--- config.mk ---
export PLATFORM = sky130hd
export DESIGN_NAME = rssi_report_packet_framer
export DESIGN_NICKNAME = d
export VERILOG_FILES = /design/src/hw/rtl/rrpf_pkg.sv /design/src/hw/rtl/rrpf_stat_table.sv /design/src/hw/rtl/rssi_report_packet_framer.sv
export SDC_FILE = /design/constraint.sdc
export NUM_CORES = 1
export LEC_CHECK = 0
export BUFFER_PORTS_ARGS = -buffer_cell sky130_fd_sc_hd__buf_2
export CORE_UTILIZATION = 66
export CTS_CLUSTER_SIZE = 12
export DETAILED_ROUTE_END_ITERATION = 7
export PLACE_DENSITY_LB_ADDON = 0.1
export SLEW_MARGIN = 20
export SYNTH_ARGS = -nofsm -noshare
export SYNTH_HDL_FRONTEND = slang
export SYNTH_SLANG_ARGS = --single-unit
--- constraint.sdc ---
create_clock -name clk_i -period 12.91 [get_ports clk_i]
set_clock_uncertainty 0.1 [all_clocks]
set_input_delay 0 -clock clk_i [delete_from_list [all_inputs] [get_ports clk_i]]
set_output_delay 0 -clock clk_i [all_outputs]
set_load 0.02 [all_outputs]
--- src/hw/rtl/rrpf_pkg.sv ---
// Types, constants and the CRC step function of the link report framer.
`default_nettype none

package rrpf_pkg;

  localparam int unsigned ApbAddrW = 3;
  localparam int unsigned PosW     = 4;

  localparam logic [15:0]     CRC_INIT      = 16'hFFFF;
  localparam logic [7:0]      CRC_TRAILER   = 8'd123;
  localparam logic [7:0]      REPORT_MSG_ID = 8'd1;
  localparam logic [7:0]      PAYLOAD_LEN   = 8'd5;
  localparam logic [15:0]     PKT_BYTES     = 16'd13;
  localparam logic [PosW-1:0] CRC_LAST      = 4'd9;
  localparam logic [PosW-1:0] COBS_FIRST    = 4'd11;
  localparam logic [PosW-1:0] COBS_END      = 4'd12;
  localparam logic [PosW-1:0] EMIT_LAST     = 4'd12;

  typedef enum logic {
    REG_OWN_NODE,
    REG_NODE_TOTAL
  } rrpf_reg_e;

  typedef enum logic [2:0] {
    ST_IDLE,
    ST_REFUSE,
    ST_ADVANCE,
    ST_READ,
    ST_CRC,
    ST_COBS,
    ST_EMIT
  } rrpf_state_e;

  typedef struct packed {
    logic        command;
    logic [3:0]  stat_node;
    logic [7:0]  local_rssi;
    logic [7:0]  remote_rssi;
    logic [7:0]  local_noise;
    logic [7:0]  remote_noise;
    logic [15:0] tx_space;
  } rrpf_cmd_t;

  typedef struct packed {
    logic [7:0] out_byte;
    logic       last;
    logic       sent;
  } rrpf_res_t;

  typedef struct packed {
    logic        en;
    logic [7:0]  addr;
    logic [31:0] data;
  } rrpf_stat_wr_t;

  typedef struct packed {
    logic       en;
    logic [7:0] addr;
  } rrpf_stat_rd_t;

  // One byte of CRC-16/MCRF4XX (reflected 0x1021), in the folded form.
  function automatic logic [15:0] crc_mcrf4xx_byte(input logic [15:0] sum,
                                                   input logic [7:0]  b);
    logic [7:0]  t;
    logic [15:0] w;
    t = b ^ sum[7:0];
    t = t ^ {t[3:0], 4'b0000};
    w = {8'h00, t};
    crc_mcrf4xx_byte = {8'h00, sum[15:8]} ^ {w[7:0], 8'h00} ^ {w[12:0], 3'b000}
                       ^ {4'h0, w[15:4]};
  endfunction

endpackage

`default_nettype wire

--- src/hw/rtl/rrpf_stat_table.sv ---
// Per-node link statistics memory with reset-cleared valid bits.
`default_nettype none

module rrpf_stat_table #(
  parameter int unsigned Depth = 16
) (
  input  logic                   clk_i,
  input  logic                   rst_ni,
  input  rrpf_pkg::rrpf_stat_wr_t wr_i,
  input  rrpf_pkg::rrpf_stat_rd_t rd_i,
  output logic [31:0]            rd_data_o
);
  import rrpf_pkg::*;

  localparam int unsigned AddrW = (Depth > 1) ? $clog2(Depth) : 1;

  logic [31:0]      mem [Depth];
  logic [Depth-1:0] valid_q;
  logic [31:0]      rd_word_q;
  logic             rd_hit_q;
  logic             wr_in_range;
  logic             rd_in_range;

  assign wr_in_range = ({24'd0, wr_i.addr} < 32'(Depth));
  assign rd_in_range = ({24'd0, rd_i.addr} < 32'(Depth));

  always_ff @(posedge clk_i) begin
    if (wr_i.en && wr_in_range) begin
      mem[wr_i.addr[AddrW-1:0]] <= wr_i.data;
    end
    if (rd_i.en) begin
      rd_word_q <= mem[rd_i.addr[AddrW-1:0]];
    end
  end

  // An entry never written since reset reads as zero.
  always_ff @(posedge clk_i or negedge rst_ni) begin
    if (!rst_ni) begin
      valid_q  <= '0;
      rd_hit_q <= 1'b0;
    end else begin
      if (wr_i.en && wr_in_range) begin
        valid_q[wr_i.addr[AddrW-1:0]] <= 1'b1;
      end
      if (rd_i.en) begin
        rd_hit_q <= rd_in_range && valid_q[rd_i.addr[AddrW-1:0]];
      end
    end
  end

  assign rd_data_o = rd_hit_q ? rd_word_q : 32'd0;

endmodule

`default_nettype wire

--- src/hw/rtl/rssi_report_packet_framer.sv ---
// Link statistics table and COBS/CRC-16 report packet framer, top level.
`default_nettype none

// A write command (command = 0) stores one node's statistics in the cycle it
// is taken and leaves busy low. A report command with tx_space below 13
// raises busy for one cycle and gives a single refusal result in the cycle
// after the request. A report that fits keeps busy high while it advances
// the round-robin index, reads the statistics memory, runs the byte-serial
// CRC unit, runs the backward COBS pass over the packet buffer, and then
// emits the packet one byte per cycle. The result strobe is high for each
// byte and cannot be held off. Configuration is a word-mapped APB port:
// own_node_id at 0x0, node_total at 0x4.
module rssi_report_packet_framer #(
  parameter int unsigned MAX_NODES = 16
) (
  input  logic                              clk_i,
  input  logic                              rst_ni,
  input  logic                              start,
  output logic                              busy,
  input  rrpf_pkg::rrpf_cmd_t               cmd_i,
  output logic                              res_strobe_o,
  output rrpf_pkg::rrpf_res_t               result_o,
  input  logic                              psel,
  input  logic                              penable,
  input  logic                              pwrite,
  input  logic [rrpf_pkg::ApbAddrW-1:0]     paddr,
  input  logic [31:0]                       pwdata,
  output logic [31:0]                       prdata,
  output logic                              pready
);
  import rrpf_pkg::*;

  rrpf_state_e       state_q, state_d;
  logic [PosW-1:0]   cnt_q;
  logic [7:0]        own_q;
  logic [4:0]        total_q;
  logic [7:0]        rr_q;
  logic [7:0]        seq_q;
  logic [15:0]       crc_q;
  logic [PosW-1:0]   nz_q;
  logic [7:0]        buf_q [13];

  logic              accept;
  logic              cfg_wr;
  rrpf_reg_e         reg_sel;
  logic [7:0]        rr_inc1;
  logic [7:0]        rr_inc2;
  logic [7:0]        rr_next;
  logic [7:0]        crc_in;
  logic [7:0]        cobs_in;
  logic [31:0]       entry;
  rrpf_stat_wr_t     stat_wr;
  rrpf_stat_rd_t     stat_rd;

  assign accept  = start && !busy;
  assign pready  = 1'b1;
  assign cfg_wr  = psel && penable && pwrite && pready;
  assign reg_sel = rrpf_reg_e'(paddr[2]);

  always_comb begin
    case (reg_sel)
      REG_OWN_NODE:   prdata = {24'd0, own_q};
      REG_NODE_TOTAL: prdata = {27'd0, total_q};
      default:        prdata = 32'd0;
    endcase
  end

  // Statistics memory: writes come straight from a write request.
  assign stat_wr.en   = accept && !cmd_i.command;
  assign stat_wr.addr = {4'd0, cmd_i.stat_node};
  assign stat_wr.data = {cmd_i.remote_noise, cmd_i.local_noise,
                         cmd_i.remote_rssi, cmd_i.local_rssi};
  assign stat_rd.en   = (state_q == ST_READ);
  assign stat_rd.addr = rr_q;

  rrpf_stat_table #(
    .Depth(MAX_NODES)
  ) u_stat_table (
    .clk_i    (clk_i),
    .rst_ni   (rst_ni),
    .wr_i     (stat_wr),
    .rd_i     (stat_rd),
    .rd_data_o(entry)
  );

  // Round robin: skip our own node once, wrap at the node count.
  assign rr_inc1 = rr_q + 8'd1;
  assign rr_inc2 = (rr_inc1 == own_q) ? rr_inc1 + 8'd1 : rr_inc1;
  assign rr_next = (rr_inc2 >= {3'd0, total_q}) ? 8'd0 : rr_inc2;

  always_comb begin
    case (cnt_q)
      4'd0:    crc_in = PAYLOAD_LEN;
      4'd1:    crc_in = seq_q;
      4'd2:    crc_in = own_q;
      4'd3:    crc_in = REPORT_MSG_ID;
      4'd4:    crc_in = rr_q;
      4'd5:    crc_in = entry[7:0];
      4'd6:    crc_in = entry[15:8];
      4'd7:    crc_in = entry[23:16];
      4'd8:    crc_in = entry[31:24];
      default: crc_in = CRC_TRAILER;
    endcase
  end

  // The CRC bytes land at the tail of the packet during the COBS pass.
  always_comb begin
    if (cnt_q == COBS_FIRST) begin
      cobs_in = crc_q[15:8];
    end else if (cnt_q == COBS_FIRST - 4'd1) begin
      cobs_in = crc_q[7:0];
    end else begin
      cobs_in = buf_q[cnt_q];
    end
  end

  always_comb begin
    state_d = state_q;
    case (state_q)
      ST_IDLE: begin
        if (accept && cmd_i.command) begin
          state_d = (cmd_i.tx_space < PKT_BYTES) ? ST_REFUSE : ST_ADVANCE;
        end
      end
      ST_REFUSE:  state_d = ST_IDLE;
      ST_ADVANCE: state_d = ST_READ;
      ST_READ:    state_d = ST_CRC;
      ST_CRC: begin
        if (cnt_q == CRC_LAST) begin
          state_d = ST_COBS;
        end
      end
      ST_COBS: begin
        if (cnt_q == '0) begin
          state_d = ST_EMIT;
        end
      end
      ST_EMIT: begin
        if (cnt_q == EMIT_LAST) begin
          state_d = ST_IDLE;
        end
      end
      default: state_d = ST_IDLE;
    endcase
  end

  always_comb begin
    busy         = (state_q != ST_IDLE);
    res_strobe_o = 1'b0;
    result_o     = '0;
    case (state_q)
      ST_REFUSE: begin
        res_strobe_o  = 1'b1;
        result_o.last = 1'b1;
      end
      ST_EMIT: begin
        res_strobe_o      = 1'b1;
        result_o.sent     = 1'b1;
        result_o.last     = (cnt_q == EMIT_LAST);
        result_o.out_byte = (cnt_q == EMIT_LAST) ? 8'd0 : buf_q[cnt_q];
      end
      default: begin
        res_strobe_o = 1'b0;
      end
    endcase
  end

  always_ff @(posedge clk_i or negedge rst_ni) begin
    if (!rst_ni) begin
      state_q <= ST_IDLE;
      cnt_q   <= '0;
      own_q   <= 8'd0;
      total_q <= 5'd1;
      rr_q    <= 8'd0;
      seq_q   <= 8'd0;
    end else begin
      state_q <= state_d;
      if (cfg_wr) begin
        case (reg_sel)
          REG_OWN_NODE:   own_q   <= pwdata[7:0];
          REG_NODE_TOTAL: total_q <= pwdata[4:0];
          default:        own_q   <= own_q;
        endcase
      end
      case (state_q)
        ST_ADVANCE: begin
          rr_q  <= rr_next;
          cnt_q <= '0;
        end
        ST_CRC: begin
          if (cnt_q == CRC_LAST) begin
            cnt_q <= COBS_FIRST;
            seq_q <= seq_q + 8'd1;
          end else begin
            cnt_q <= cnt_q + 4'd1;
          end
        end
        ST_COBS: begin
          // The emit pass starts from byte zero.
          if (cnt_q != '0) begin
            cnt_q <= cnt_q - 4'd1;
          end
        end
        ST_EMIT: begin
          cnt_q <= cnt_q + 4'd1;
        end
        default: begin
          cnt_q <= cnt_q;
        end
      endcase
    end
  end

  always_ff @(posedge clk_i) begin
    case (state_q)
      ST_READ: begin
        crc_q <= CRC_INIT;
      end
      ST_CRC: begin
        crc_q <= crc_mcrf4xx_byte(crc_q, crc_in);
        if (cnt_q != CRC_LAST) begin
          buf_q[cnt_q + 4'd1] <= crc_in;
        end
        nz_q <= COBS_END;
      end
      ST_COBS: begin
        // Walking backward, each zero becomes the distance to the next zero.
        if (cnt_q == '0) begin
          buf_q[0] <= {4'd0, nz_q};
        end else if (cobs_in == 8'd0) begin
          buf_q[cnt_q] <= {4'd0, nz_q - cnt_q};
          nz_q         <= cnt_q;
        end else begin
          buf_q[cnt_q] <= cobs_in;
        end
      end
      default: begin
        nz_q <= nz_q;
      end
    endcase
  end

endmodule

`default_nettype wire

==> results.json <==
{
  "firstDrtPassIters": 6,
  "port_buffers": 87,
  "initial_core_util_pct": 67.0,
  "drc": 0,
  "comb_power_share_pct": 30.4,
  "rsz0062_at_grt": "false",
  "finalCriticalPeriod_ps": 5280,
  "drtIter0Drc": 1760,
  "ios": 139,
  "power.switching_mw": 2.20,
  "cellPowerDensity_mw_per_mm2": 214,
  "ir_drop_mv": 0.179,
  "nFillCells": 2447,
  "grt_overflow": 0,
  "grt_pass1_vias": 15688,
  "multi_input_area_mm2": 0.00785,
  "ant_nets": 0,
  "post-dp-hpwl_mm": 34.9,
  "grt_max_degree": 104,
  "clk_pin_slew_ps": 50,
  "syn_area_mm2": 0.0296,
  "clock_sinks": 721,
  "grt_pass1_wl_mm": 97.7,
  "syn_area_per_cell_um2": 19.3,
  "dominantRegCellSynth": "edfxtp_1",
  "status": "completed",
  "nets": 1816,
  "yosysUniqueCellTypes": 68,
  "crit_required_ps": 13320,
  "power_mw": 7.17,
  "setup_viol": 0,
  "cts_tree": "yes",
  "whs_ps": 103,
  "routedWlPerCell_um": 28.1,
  "num_vias": 15373,
  "async_flop_share_pct": 7.35,
  "ys_seq_area_share_pct": 72.2,
  "crit_path_end_kind": "register",
  "finalWeightedCongestion": 0.914,
  "crit_type": "register to register",
  "arrival_ps": 5690,
  "power.leakage_nw": 11.1,
  "drive_gt1_share_pct": 26.0,
  "syn_inst": 1533,
  "clock_latency_ps": 610,
  "grt_usage_pct": 29.5,
  "rows": 77,
  "clock_tree.buffer_depth": 3,
  "hold_violations": 0,
  "slew_headroom_pct": 31.6,
  "numCtsBuffers": 73,
  "maxCapViolCount": 0,
  "grt_antenna_before_repair": 0,
  "die_y_um": 214,
  "synth-edff-count": 668,
  "fmax_mhz": 189,
  "dieWidth_um": 214,
  "ys_seq_elements": 721,
  "coreArea_mm2": 0.0442,
  "p_int_mw": 4.97,
  "cts-resized-gates": 0,
  "tightest_slew_ps": 1030,
  "areaGrowthSynthToFinish_pct": 12.8,
  "drv_slew": 0,
  "power_frac_seq_pct": 42.9,
  "yosys_warnings": 0,
  "post-route-period-util_pct": 40.9,
  "worstPathMaxFanout": 69,
  "pwr-share-clk_pct": 26.7,
  "hold_path.class": "primary input to register",
  "h-tree-depth": 3,
  "vias_per_cell": 6.60,
  "critPathLaunchType": "register",
  "seqCellArea_mm2": 0.0214,
  "swShare_pct": 30.7,
  "fp.dieArea_mm2": 0.0458,
  "clock-root-buffer": "clkbuf_16",
  "fin_tns_setup_ps": 0,
  "wirelength_mm": 65.3
}
## through the flow
step           std cells  utilization, %  worst slack [ps]  instance area [um2]
2_1_floorplan       1556               -              8630                29700
3_3_place_gp        2163            69.5              7610                30700
3_5_place_dp        2163            69.5              7600                30700
4_1_cts             2328            75.6              7600                33400
5_1_grt             2328            75.6              7220                33400
6_report            2329            75.6              7630                33400
## placed cells by master, fill, tap and decap left out, drive strengths merged, types with 12 or more instances in the layout
master | Yosys | routed
a21oi | 20 | 20
nor2 | 60 | 60
xnor2 | 32 | 32
o21ai | 48 | 48
edfxtp | 668 | 668
nand2 | 73 | 73
clkbuf | 53 | 97
buf | 50 | 118
a22oi | 17 | 17
and3 | 12 | 12
mux4 | 197 | 197
nand3 | 20 | 20
dfrtp | 52 | 52
inv | 18 | 20
ha | 16 | 16
conb | 2 | 25
or2 | 16 | 16
dlygate4sd3 | 0 | 59
xor2 | 21 | 21
mux2 | 19 | 19
## cells in the mapped netlist (4+ instances only)
cell | count | area (um2)
a221o_1 | 6 | 60.1
a31oi_1 | 6 | 37.5
ha_1 | 16 | 200
buf_1 | 7 | 26.3
a211oi_1 | 4 | 30.0
and3_1 | 12 | 75.1
or3_1 | 5 | 31.3
nor3_1 | 9 | 45.0
nor2_1 | 60 | 225
mux4_2 | 186 | 4190
xor2_1 | 21 | 184
nor4_1 | 5 | 31.3
nand2b_1 | 10 | 62.6
inv_1 | 16 | 60.1
mux4_1 | 11 | 289
mux2_2 | 19 | 214
a222oi_1 | 8 | 80.1
nand3_1 | 20 | 100
a22oi_1 | 17 | 128
nand4_1 | 7 | 43.8
nor2b_1 | 10 | 62.6
a221oi_1 | 6 | 52.6
clkbuf_1 | 53 | 199
a21oi_1 | 20 | 100
and2_1 | 7 | 43.8
dfrtp_1 | 52 | 1300
o21ai_1 | 5 | 25.0
or2_2 | 16 | 100
xnor2_1 | 32 | 280
edfxtp_1 | 668 | 20100
a22o_1 | 5 | 43.8
buf_4 | 25 | 188
buf_2 | 16 | 80.1
o21ai_0 | 43 | 215
nand2_1 | 73 | 274
## final cells by class
type / instances / area share (%)
sequential: 721 / 64.0
clock buffer: 97 / 5.92
multi-input combinational: 712 / 23.5
inverter: 20 / 0.224
tap: 592 / 2.21
clock inverter: 9 / 0.378
antenna: 1 / 0.00748
timing repair buffer: 177 / 3.80
## worst max-delay path, cell delays in order (launching register included)
cell and delay (ps):
dfrtp_4 720, buf_4 590, buf_4 870, a21boi_0 270, nand2_1 110, a21oi_1 90, and2_1 160, and2_1 220
xnor2_1 150, ha_1 260, nand2b_1 140, a21o_1 170, a211o_1 310, a21oi_1 130, nor4_1 70, o21ai_1 420
a31oi_1 150, o21ai_0 160
## metal layers
metal  routed length (um)  up-vias  share of wire, %  GRT usage [%]
li1                     -     6539                 -              -
met1                25600     7942                39           40.9
met2                32900      754                50           48.3
met3                 5030      138               7.7           5.44
met4                 1900        0               2.9           9.54
met5                    0        -                 0              0
## final timing paths
check                                                         start                             endpoint  slack (ps)  depth (start not counted)
worst max-delay path                            rr_q[1]$_DFFE_PN0P_                  rr_q[0]$_DFFE_PN0P_        7630                         17
max in group asynchronous                                    rst_ni                  rr_q[1]$_DFFE_PN0P_       11680                          4
min in group asynchronous                                    rst_ni                 own_q[6]$_DFFE_PN0P_         520                          4
worst min-delay path                                      pwdata[3]                 own_q[3]$_DFFE_PN0P_         100                          3
worst max register to register                  rr_q[1]$_DFFE_PN0P_                  rr_q[0]$_DFFE_PN0P_        7630                         17
worst min register to register  u_stat_table.valid_q[7]$_DFFE_PN0P_  u_stat_table.valid_q[7]$_DFFE_PN0P_         360                          1
## sequential cells by signal (all words and copies together), names as in the netlist, 3 cells and up
signal and flops:
u_stat_table.rd_word_q 32, total_q 5, own_q 8, crc_q 16, buf_q 104, seq_q 8, u_stat_table.mem 512, cnt_q 4
rr_q 8, state_q 3, u_stat_table.valid_q 16, nz_q 4
## power by group through the flow
stage | registers, mW | clock network (mW) | logic (mW)
floorplan | 3.01 | 0 | 1.68
global route | 3.10 | 2.03 | 2.34
global placement | 3.11 | 0 | 2.11
detailed placement | 3.12 | 0 | 2.15
finish | 3.08 | 1.92 | 2.18
CTS | 3.08 | 1.94 | 2.18
## repair_timing
item / CTS / global route
hold buffers: 59 / 0
endpoints found under the hold margin: 615 / 0
setup buffers: 0 / 0
## kinds of logic after synthesis
family | Yosys count | synth area share (%)
adder cells (fa/ha/maj) | 17 | 0.743
XOR/XNOR | 53 | 1.57
AND/OR/NAND/NOR | 244 | 3.98
flip-flops | 721 | 72.2
other | 2 | 0.0253
multiplexers | 216 | 15.8
AO/OA/AOI/OAI | 157 | 3.67
buffers and inverters | 123 | 2.02
(Power assumes the default switching activity.)
